File: config.mk
export PLATFORM = sky130hd
export DESIGN_NAME = clap_burst_envelope_flat
export DESIGN_NICKNAME = d
export VERILOG_FILES = /design/src/sv/cbe_pkg.sv /design/src/sv/cbe_if.sv /design/src/sv/clap_burst_envelope.sv /design/src/flat_wrapper.sv
export SDC_FILE = /design/constraint.sdc
export NUM_CORES = 1
export LEC_CHECK = 0
export BUFFER_PORTS_ARGS = -buffer_cell sky130_fd_sc_hd__buf_2
export CAP_MARGIN = 40
export CORE_UTILIZATION = 38
export DETAILED_ROUTE_END_ITERATION = 16
export PLACE_DENSITY = 0.59
export SYNTH_ARGS = -nofsm -noshare
export SYNTH_HDL_FRONTEND = slang
export SYNTH_SLANG_ARGS = --single-unit
File: constraint.sdc
create_clock -name clk_i -period 4.8 [get_ports clk_i]
set_input_delay 0.24 -clock clk_i [delete_from_list [all_inputs] [get_ports clk_i]]
set_output_delay 0.24 -clock clk_i [all_outputs]
set_load 0.03 [all_outputs]
File: src/sv/cbe_pkg.sv
// ----------------------------------------------------------------------------
// cbe_pkg - shared definitions for the clap burst envelope
// Widths, envelope constants, register indexes and item codes used by the
// channel interfaces and the envelope datapath.
// ----------------------------------------------------------------------------
package cbe_pkg;

  // field widths
  localparam int unsigned LEVEL_W  = 31;
  localparam int unsigned SAMPLE_W = 16;
  localparam int unsigned STEP_W   = 31;

  // envelope constants
  localparam logic [LEVEL_W-1:0] LEVEL_FULL  = 31'h7FFF_0000;
  localparam logic [LEVEL_W-1:0] LEVEL_FLOOR = 31'h0000_FFFF;
  localparam logic [LEVEL_W-1:0] LEVEL_ZERO  = '0;

  // register reset values
  localparam logic [STEP_W-1:0] BURST_RESET = 31'd4869428;
  localparam logic [STEP_W-1:0] DECAY_RESET = 31'd486942;

  // default number of short burst phases
  localparam int unsigned BURST_PHASES_DEF = 3;

  // shift-add multiplier: multiplier bits per product, accumulator halves
  localparam int unsigned MUL_BITS = 15;
  localparam int unsigned MUL_HI_W = 17;
  localparam int unsigned MUL_CNT_W = $clog2(MUL_BITS);

  // configuration port
  localparam int unsigned PADDR_W = 3;
  localparam int unsigned PDATA_W = 32;
  localparam logic REG_BURST_STEP = 1'b0;
  localparam logic REG_DECAY_STEP = 1'b1;

  // item kinds
  localparam logic KIND_SAMPLE  = 1'b0;
  localparam logic KIND_TRIGGER = 1'b1;

  typedef logic signed [SAMPLE_W-1:0] sample_t;
  typedef logic        [LEVEL_W-1:0]  level_t;
  typedef logic        [STEP_W-1:0]   step_t;

endpackage

File: src/sv/cbe_if.sv
// ----------------------------------------------------------------------------
// cbe_if - item channels of the clap burst envelope
// Valid/ready channels for incoming items (samples and triggers) and for
// shaped samples.
// ----------------------------------------------------------------------------

// incoming item channel
interface cbe_in_if;
  logic             valid;
  logic             ready;
  logic             kind;
  cbe_pkg::sample_t sample_in;

  modport source (output valid, output kind, output sample_in, input ready);
  modport sink   (input valid, input kind, input sample_in, output ready);
endinterface

// shaped sample channel
interface cbe_out_if;
  logic             valid;
  logic             ready;
  cbe_pkg::sample_t sample_out;

  modport source (output valid, output sample_out, input ready);
  modport sink   (input valid, input sample_out, output ready);
endinterface

File: src/sv/clap_burst_envelope.sv
// ----------------------------------------------------------------------------
// clap_burst_envelope - multi-burst decay envelope for a clap voice
// Steps a level/phase envelope per audio item and scales the sample by the
// squared level, using one bit-serial shift-add multiplier.
// ----------------------------------------------------------------------------
// A trigger item is taken and yields no output. An audio item that falls in
// silence goes to the output stage and yields a zero. Any other audio item
// is handled in steps: the envelope is stepped, the level's 15 top bits are
// squared and then the sample is scaled, both on the same 17-bit shift-add
// unit that retires one multiplier bit per cycle, and the result is handed to
// the output register once that is free. A new item is taken once the previous
// one has left the datapath; the output register lets it enter while a shaped
// sample is still waiting downstream. Step registers are at byte 0 (burst) and
// byte 4 (decay) and must only be written while the block is idle.
module clap_burst_envelope #(
  parameter int unsigned BURST_PHASES = cbe_pkg::BURST_PHASES_DEF
) (
  input  logic                         clk_i,
  input  logic                         rst_ni,
  cbe_in_if.sink                       in_i,
  cbe_out_if.source                    out_o,
  input  logic                         psel,
  input  logic                         penable,
  input  logic                         pwrite,
  input  logic [cbe_pkg::PADDR_W-1:0]  paddr,
  input  logic [cbe_pkg::PDATA_W-1:0]  pwdata,
  output logic [cbe_pkg::PDATA_W-1:0]  prdata,
  output logic                         pready
);

  localparam int unsigned PH_W = $clog2(BURST_PHASES + 1);
  localparam logic [PH_W-1:0] LAST_PHASE = PH_W'(BURST_PHASES);
  localparam int unsigned HI_W = cbe_pkg::MUL_HI_W;
  localparam int unsigned LO_W = cbe_pkg::MUL_BITS;
  localparam int unsigned CNT_W = cbe_pkg::MUL_CNT_W;
  localparam logic [CNT_W-1:0] CNT_LAST = CNT_W'(cbe_pkg::MUL_BITS - 1);

  // sequencer codes
  localparam logic [1:0] ST_IDLE = 2'd0;
  localparam logic [1:0] ST_SQR  = 2'd1;
  localparam logic [1:0] ST_SCL  = 2'd2;
  localparam logic [1:0] ST_WAIT = 2'd3;

  logic [1:0]                  state_q, state_d;
  cbe_pkg::step_t              burst_q, decay_q;
  cbe_pkg::level_t             level_q, level_d;
  logic [PH_W-1:0]             phase_q, phase_d;
  logic [CNT_W-1:0]            cnt_q, cnt_d;
  logic                        out_valid_q, out_valid_d;
  cbe_pkg::sample_t            out_q, out_d;
  cbe_pkg::sample_t            res_q, res_d;
  cbe_pkg::sample_t            samp_q, samp_d;
  logic [LO_W-1:0]             t_q, t_d;
  logic [HI_W+LO_W-1:0]        acc_q, acc_d;

  cbe_pkg::step_t              step;
  logic                        in_burst;
  logic                        silent;
  logic                        short_lvl;
  cbe_pkg::level_t             lvl_sub;
  logic                        take;
  logic                        cfg_wr;
  logic [HI_W-1:0]             mcand;
  logic [HI_W-1:0]             sum;
  logic [HI_W+LO_W-1:0]        acc_nxt;
  logic                        out_free;

  // configuration port
  assign pready = 1'b1;
  assign cfg_wr = psel && penable && pwrite && pready;
  assign prdata = (paddr[2] == cbe_pkg::REG_DECAY_STEP) ? {1'b0, decay_q} : {1'b0, burst_q};

  always_ff @(posedge clk_i or negedge rst_ni) begin
    if (!rst_ni) begin
      burst_q <= cbe_pkg::BURST_RESET;
      decay_q <= cbe_pkg::DECAY_RESET;
    end else if (cfg_wr) begin
      if (paddr[2] == cbe_pkg::REG_DECAY_STEP) begin
        decay_q <= pwdata[cbe_pkg::STEP_W-1:0];
      end else begin
        burst_q <= pwdata[cbe_pkg::STEP_W-1:0];
      end
    end
  end

  // envelope step decision
  assign in_burst  = phase_q < LAST_PHASE;
  assign step      = in_burst ? burst_q : decay_q;
  assign silent    = level_q < cbe_pkg::LEVEL_FLOOR;
  assign short_lvl = level_q < step;
  assign lvl_sub   = level_q - step;

  assign in_i.ready = (state_q == ST_IDLE);
  assign take       = in_i.valid && in_i.ready;
  assign out_free   = !out_valid_q || out_o.ready;

  // shared shift-add unit, one multiplier bit per cycle
  assign mcand   = (state_q == ST_SCL) ? {samp_q[cbe_pkg::SAMPLE_W-1], samp_q}
                                       : {{(HI_W-LO_W){1'b0}}, t_q};
  assign sum     = acc_q[HI_W+LO_W-1:LO_W] + (acc_q[0] ? mcand : '0);
  assign acc_nxt = {sum[HI_W-1], sum, acc_q[LO_W-1:1]};

  // sequencer and datapath next state
  always_comb begin
    state_d     = state_q;
    level_d     = level_q;
    phase_d     = phase_q;
    cnt_d       = cnt_q;
    res_d       = res_q;
    samp_d      = samp_q;
    t_d         = t_q;
    acc_d       = acc_q;
    out_d       = out_q;
    out_valid_d = out_valid_q && !out_o.ready;

    case (state_q)
      ST_IDLE: begin
        if (take) begin
          samp_d = in_i.sample_in;
          if (in_i.kind == cbe_pkg::KIND_TRIGGER) begin
            level_d = cbe_pkg::LEVEL_FULL;
            phase_d = '0;
          end else if (silent) begin
            res_d   = '0;
            state_d = ST_WAIT;
          end else if (short_lvl && !in_burst) begin
            // end of the final decay: fall silent
            level_d = cbe_pkg::LEVEL_ZERO;
            res_d   = '0;
            state_d = ST_WAIT;
          end else begin
            if (short_lvl) begin
              // phase change: back to full level
              phase_d = phase_q + 1'b1;
              level_d = cbe_pkg::LEVEL_FULL;
              t_d     = cbe_pkg::LEVEL_FULL[LO_W+15:16];
              acc_d   = {{HI_W{1'b0}}, cbe_pkg::LEVEL_FULL[LO_W+15:16]};
            end else begin
              level_d = lvl_sub;
              t_d     = lvl_sub[LO_W+15:16];
              acc_d   = {{HI_W{1'b0}}, lvl_sub[LO_W+15:16]};
            end
            cnt_d   = '0;
            state_d = ST_SQR;
          end
        end
      end
      ST_SQR: begin
        if (cnt_q == CNT_LAST) begin
          // gain is the square, top 15 of its 30 bits
          acc_d   = {{HI_W{1'b0}}, acc_nxt[2*LO_W-1:LO_W]};
          cnt_d   = '0;
          state_d = ST_SCL;
        end else begin
          acc_d = acc_nxt;
          cnt_d = cnt_q + 1'b1;
        end
      end
      ST_SCL: begin
        if (cnt_q == CNT_LAST) begin
          res_d   = acc_nxt[HI_W+LO_W-1:HI_W+LO_W-cbe_pkg::SAMPLE_W];
          state_d = ST_WAIT;
        end else begin
          acc_d = acc_nxt;
          cnt_d = cnt_q + 1'b1;
        end
      end
      ST_WAIT: begin
        if (out_free) begin
          out_d       = res_q;
          out_valid_d = 1'b1;
          state_d     = ST_IDLE;
        end
      end
      default: begin
        state_d = ST_IDLE;
      end
    endcase
  end

  // control state
  always_ff @(posedge clk_i or negedge rst_ni) begin
    if (!rst_ni) begin
      state_q     <= ST_IDLE;
      level_q     <= cbe_pkg::LEVEL_ZERO;
      phase_q     <= '0;
      cnt_q       <= '0;
      out_valid_q <= 1'b0;
    end else begin
      state_q     <= state_d;
      level_q     <= level_d;
      phase_q     <= phase_d;
      cnt_q       <= cnt_d;
      out_valid_q <= out_valid_d;
    end
  end

  // payload registers
  always_ff @(posedge clk_i) begin
    res_q  <= res_d;
    samp_q <= samp_d;
    t_q    <= t_d;
    acc_q  <= acc_d;
    out_q  <= out_d;
  end

  assign out_o.valid      = out_valid_q;
  assign out_o.sample_out = out_q;

endmodule
File: src/flat_wrapper.sv
// flat-port wrapper written by rule: the top's interface ports become plain ports
module clap_burst_envelope_flat 
#(
  parameter int unsigned BURST_PHASES = cbe_pkg::BURST_PHASES_DEF
)
  (clk_i, rst_ni, psel, penable, pwrite, paddr, pwdata, prdata, pready, in_i_valid, in_i_kind, in_i_sample_in, in_i_ready, out_o_valid, out_o_sample_out, out_o_ready);
  cbe_in_if in_i_i ();
  cbe_out_if out_o_i ();
  input  logic clk_i;
  input  logic rst_ni;
  input  logic psel;
  input  logic penable;
  input  logic pwrite;
  input  logic [cbe_pkg::PADDR_W-1:0] paddr;
  input  logic [cbe_pkg::PDATA_W-1:0] pwdata;
  output logic [cbe_pkg::PDATA_W-1:0] prdata;
  output logic pready;
  input wire logic [$bits(in_i_i.valid)-1:0] in_i_valid;
  input wire logic [$bits(in_i_i.kind)-1:0] in_i_kind;
  input wire logic [$bits(in_i_i.sample_in)-1:0] in_i_sample_in;
  output wire logic [$bits(in_i_i.ready)-1:0] in_i_ready;
  output wire logic [$bits(out_o_i.valid)-1:0] out_o_valid;
  output wire logic [$bits(out_o_i.sample_out)-1:0] out_o_sample_out;
  input wire logic [$bits(out_o_i.ready)-1:0] out_o_ready;
  assign in_i_i.valid = in_i_valid;
  assign in_i_i.kind = in_i_kind;
  assign in_i_i.sample_in = in_i_sample_in;
  assign in_i_ready = in_i_i.ready;
  assign out_o_valid = out_o_i.valid;
  assign out_o_sample_out = out_o_i.sample_out;
  assign out_o_i.ready = out_o_ready;
  clap_burst_envelope #(.BURST_PHASES(BURST_PHASES)) u_core (.clk_i(clk_i), .rst_ni(rst_ni), .in_i(in_i_i), .out_o(out_o_i), .psel(psel), .penable(penable), .pwrite(pwrite), .paddr(paddr), .pwdata(pwdata), .prdata(prdata), .pready(pready));
endmodule
# Word level (Yosys, flattened, before mapping)
# Cells that the tools add are included.
# word_totals
regBits	197
output_inout_bits	51
word_cells	104
# op_classes
addsub	4
order_cmp	3
n_eq_ne	15
mux	43
n_bitwise	4
reduce_logical	23
# op_table
op	count
$mux 32	6
$mux 31	6
$pmux 32 s3	1
$mux 16	5
$mux 17	2
$pmux 16 s2	1
$lt 31x16->1 const B	1
$lt 31x31->1	1
$sub 31x31->31	1
$mux 4	6
$mux 2	11
$reduce_and 5->1	4
$add 17x17->17	1
$ne 2x2->1 const B	8
$mux 15	1
$pmux 4 s3	1
$pmux 2 s4	1
$reduce_and 2->1	4
$reduce_and 6->1	1
$logic_and 1x1->1	5
$add 4x1->4 const B	1
$eq 2x2->1 const B	2
$eq 4x4->1 const B	1
$ne 2x1->1 const B	2
other kinds (12)	19

# Longest topological paths before layout
# depth
ltp_word	9
mapped_depth	17
mapped_depth_nobuf	16

# Worst setup path after synthesis
# Ideal clock, no wire load.
# synth_timing
path_kind	register to register
startpoint	reg u_core.phase_q[0]
endpoint	reg u_core.res_q[0] (enable)
setup_time_ps	387
arrival_time_ps	4121
required_ps	4413
setup_slack_ps	292
path_stages_with_launch	16
path_buffers	3
period_less_slack_ps	4508
cell_sequence	dfrtp_1 ha_1 clkbuf_1 clkbuf_1 mux2i_1 ha_1 buf_6 a21o_1 a31oi_1 o22ai_1 or4_4 a21oi_4 o311a_4 a21oi_1 o21a_1 a211oi_2
# synth_between
elab_chain_len	6
word_cells_on_any_way	7
# synth_rtl
item	line	rtl
start: declaration	clap_burst_envelope.sv:47	logic [PH_W-1:0] phase_q, phase_d;
start signal: assignment	clap_burst_envelope.sv:192	phase_q <= phase_d;
$lt 2x2->1 (*)	clap_burst_envelope.sv:87	assign in_burst = phase_q < LAST_PHASE;
$mux 31	clap_burst_envelope.sv:88	assign step = in_burst ? burst_q : decay_q;
$lt 31x31->1	clap_burst_envelope.sv:90	assign short_lvl = level_q < step;
$logic_and 1x1->1 (*)	clap_burst_envelope.sv:126	end else if (short_lvl && !in_burst) begin
$ne 3x3->1 (no source line) (*)	--	
$reduce_and 5->1 (no source line) (*)	--	
end signal: assignment	clap_burst_envelope.sv:200	res_q <= res_d;
end: declaration	clap_burst_envelope.sv:51	cbe_pkg::sample_t res_q, res_d;
# Mark *: on every way between the ends. The rest lies on a longest branch, timed or not.
# A chain may end at the register's enable or synchronous reset.

# Worst setup path in the final report
# layout_timing
startpoint	reg u_core.phase_q[0]
endpoint	reg u_core.res_q[5] (enable)
# Same word-level chain as after synthesis.

==> results.ini <==
[worst_setup_path]
cp_slowest_stage_delay_ns = 0.56
end_kind = flip-flop
worstSetupPathType = flip-flop to flip-flop
worst_setup_path_start_kind = flip-flop
crit_family = compound AO/OA/AOI/OAI gates
cp_max_fo = 16
crit_slowest_cell = or4_4
path_buf_inv = 2
cp_cell_sequence = ha_2 -> buf_4 -> mux2i_1 -> ha_1 -> a21oi_1 -> o21ai_0 -> or4_4 -> a21oi_4 -> o311a_4 -> a21oi_1 -> o21a_1 -> a211oi_2 -> buf_4
cp.required_ns = 4.94
arrival_ns = 4.46

[global_route]
grt_usage_pct = 17.3
overflow = 0
grt_pass1_vias = 7810
grt_first_pass_wirelength_mm = 41.2
grt_max_degree = 66
antenna_found_initial = 0

[synth]
ys_ff_latch = 194
yosys.area_share.simple_pct = 11.2
synth_nets = 1112
synth_edf_count = 92
yosysTopAreaCell = edfxtp_1
netlist.area_leader.share_pct = 24.7
post_synth_num_cell_types = 86
synth_top_family_by_area = multiplexers
ys_seq_area_share_pct = 47.8
synthAdderAreaFrac_pct = 6.41
syn_avg_cell_area_um2 = 11.2
synthXorXnorAreaFrac_pct = 2.90
synth_most_common_cell = mux2_2
yosysWarnings = 0
syn_inst = 997
synth_compound_area_share_pct = 13.3
async_reset_ff_share_pct = 52.6
synthTopCellsByCount = 100 x mux2_2, 92 x edfxtp_1, 80 x dfrtp_1
ys.flop_type = edfxtp_1
synth.area.mux_share_pct = 14.6
synth.area.top_cells = edfxtp_1 25%, dfrtp_1 18%, mux2_2 10%
netlist_area_um2 = 11200

[cts]
cts.clk_slew.worst_paths_ns = 0.08
post_cts_buffers = 0
clk_latency_ns = 0.45
cts_resized = 0
cts_root_buffer = clkbuf_16
ctsHoldBuffers = 17
cts_made_buffers = 17
cts_num_sinks = 194
cts_tree = built
clock_path_buffers = 2
htree_levels = 4

[final_layout]
fin_cells = 1502
multiInputGateArea_um2 = 5420
post-route-util_pct = 44.6
fillers = 2722
final-seq-area_um2 = 5340
finalNetCount = 1220
drive_above_1_share_pct = 27.6
n_antenna_cell = 0
areaGrowthSynthToFinish_pct = 14.9

[route]
vias = 7827
viasPerCell = 5.21
dr.first_iter.drc_count = 465
drcViolationCount = 0
totalWireLength_mm = 25.1
ant_nets = 0
routedWlPerCell_um = 16.7
drt_pass1_iterations = 5

[timing]
setup_viol_count_final = 0
setup_slack_ns = 0.479
rsz0062_at_grt = no
tightest_slew_ns = 0.825
maxSlewHeadroom_pct = 45.0
layout_worst_path_cycle_share_pct = 90.0
hold_slack_ns = 0.0296
slew_violations = 0
skew_ns = 0.0122
hold_viol = 0
fmax_ghz = 0.231
finalSetupTns_ns = 0
fin_crit_ns = 4.32

[pwr]
p_int_mw = 5.63
switching_share_pct = 45.2
ir_drop_uv = 375
power.density_nw_per_um2 = 800
clock_power_share_pct = 14.4
combPwrFrac_pct = 57.1
power.share.sequential_pct = 28.6
netSwitchingPower_mw = 4.64
p_leak_nw = 5.35

[die]
start_util_pct = 38.8
row_count = 62
fp.dieW_um = 173
die_h_um = 173
io_pins = 110
coreArea_um2 = 28800
dieArea_um2 = 30100

[hold_path]
hp-class = input port to flip-flop

[job]
max_cap_viol_count = 0

[placement]
dp_worst_setup_slack_ns = 0.479
post-place-cells = 1453
place_hpwl_mm = 18.2
gp_congestion = 0.850
io_buffer_count = 104

[outcome]
outcome = finished clean

[power by group through the flow]
stage | sequential, mW | combinational [mW] | clock (mW)
floorplan | 2.96 | 4.39 | 0
global placement | 2.95 | 5.75 | 0
detailed placement | 2.97 | 5.82 | 0
CTS | 2.94 | 5.87 | 1.51
global route | 3.00 | 6.51 | 1.57
finish | 2.93 | 5.86 | 1.48
[worst reg2reg max path: cells and delay by family, from the launching register on]
family / cells / cell delay, ns
mux: 1 / 0.30
fa+ha+maj: 2 / 0.80
flops: 1 / 0.39
compound gates: 7 / 1.40
simple gates: 1 / 0.56
buf+inv: 2 / 0.54
[worst paths after layout]
| kind | endpoint | cells past startpoint | slack [ns] | startpoint |
|---|---|---|---|---|
| worst min register to register | u_core.out_o.sample_out[7] | 0 | 0.42 | u_core.res_q[7] |
| min in group asynchronous | u_core.decay_q[6] | 2 | 0.30 | rst_ni |
| worst max register to register | u_core.res_q[5] | 13 | 0.48 | u_core.phase_q[0] |
| worst min-delay path | u_core.decay_q[7] | 2 | 0.03 | pwdata[7] |
| worst max-delay path | u_core.res_q[5] | 13 | 0.48 | u_core.phase_q[0] |
| max in group asynchronous | u_core.level_q[26] | 3 | 3.27 | rst_ni |
[flip-flops by register name, indices dropped and copies added (netlist names)]
name / cells
u_core.samp_q: 16
u_core.acc_q: 31
u_core.decay_q: 31
u_core.out_o.sample_out: 15
u_core.t_q: 15
u_core.cnt_q: 4
u_core.state_q: 2
u_core.burst_q: 31
u_core.out_o.valid: 1
u_core.level_q: 31
u_core.res_q: 15
u_core.phase_q: 2
[final cells by class]
class	count	area share [%]
multi-input combinational	715	42.3
sequential	194	41.6
timing repair buffer	140	6.51
clock buffer	21	3.94
tap	384	3.74
inverter	37	1.08
clock inverter	11	0.829
[layer usage]
layer	wire [µm]	part of all wire (%)	up-vias	track usage (%)
li1	-	-	3861	-
met5	0	0	-	0
met3	967	3.9	28	3.51
met1	12300	49	3784	24.0
met2	11400	46	154	27.2
met4	361	1.4	0	5.13
[cells by family after synthesis]
logic type               Yosys count
flip-flops                       194
AND/OR/NAND/NOR                  249
adder cells (fa/ha/maj)           56
AO/OA/AOI/OAI                    221
XOR/XNOR                          37
multiplexers                     150
other                              2
buffers and inverters             88
[layout by cell type, fill, tap and decap left out, drive strengths merged, types with 3 or more instances in the layout]
cell and count:
clkinv 5, nand3 16, dlygate4sd3 17, mux2i 50, o211ai 5, nand2 77
o31ai 3, o21ai 58, inv 42, nor2b 24, dfrtp 80, nor2 49
a211oi 4, a22oi 3, nand4 11, a21oi 65, or2 4, or3 3
o311ai 4, ha 54, clkbuf 21, buf 123, a32oi 3, a221o 4
a21o 21, xnor2 22, dfstp 22, nand2b 11, and2 18, nor4 5
and3 11, o221ai 6, mux2 100, xor2 15, o21a 7, nor3 13
a31oi 7, o21bai 10, edfxtp 92
[through the flow]
| step | power, mW | instance area, µm² |
|---|---|---|
| 6_report | 10.3 | 12800 |
| 5_1_grt | 11.1 | 12800 |
| 4_1_cts | 10.3 | 12800 |
| 3_5_place_dp | 8.79 | 12000 |
| 3_3_place_gp | 8.70 | 12000 |
| 2_1_floorplan | 7.34 | 11200 |
No activity file was read; power rests on OpenSTA's default activity.
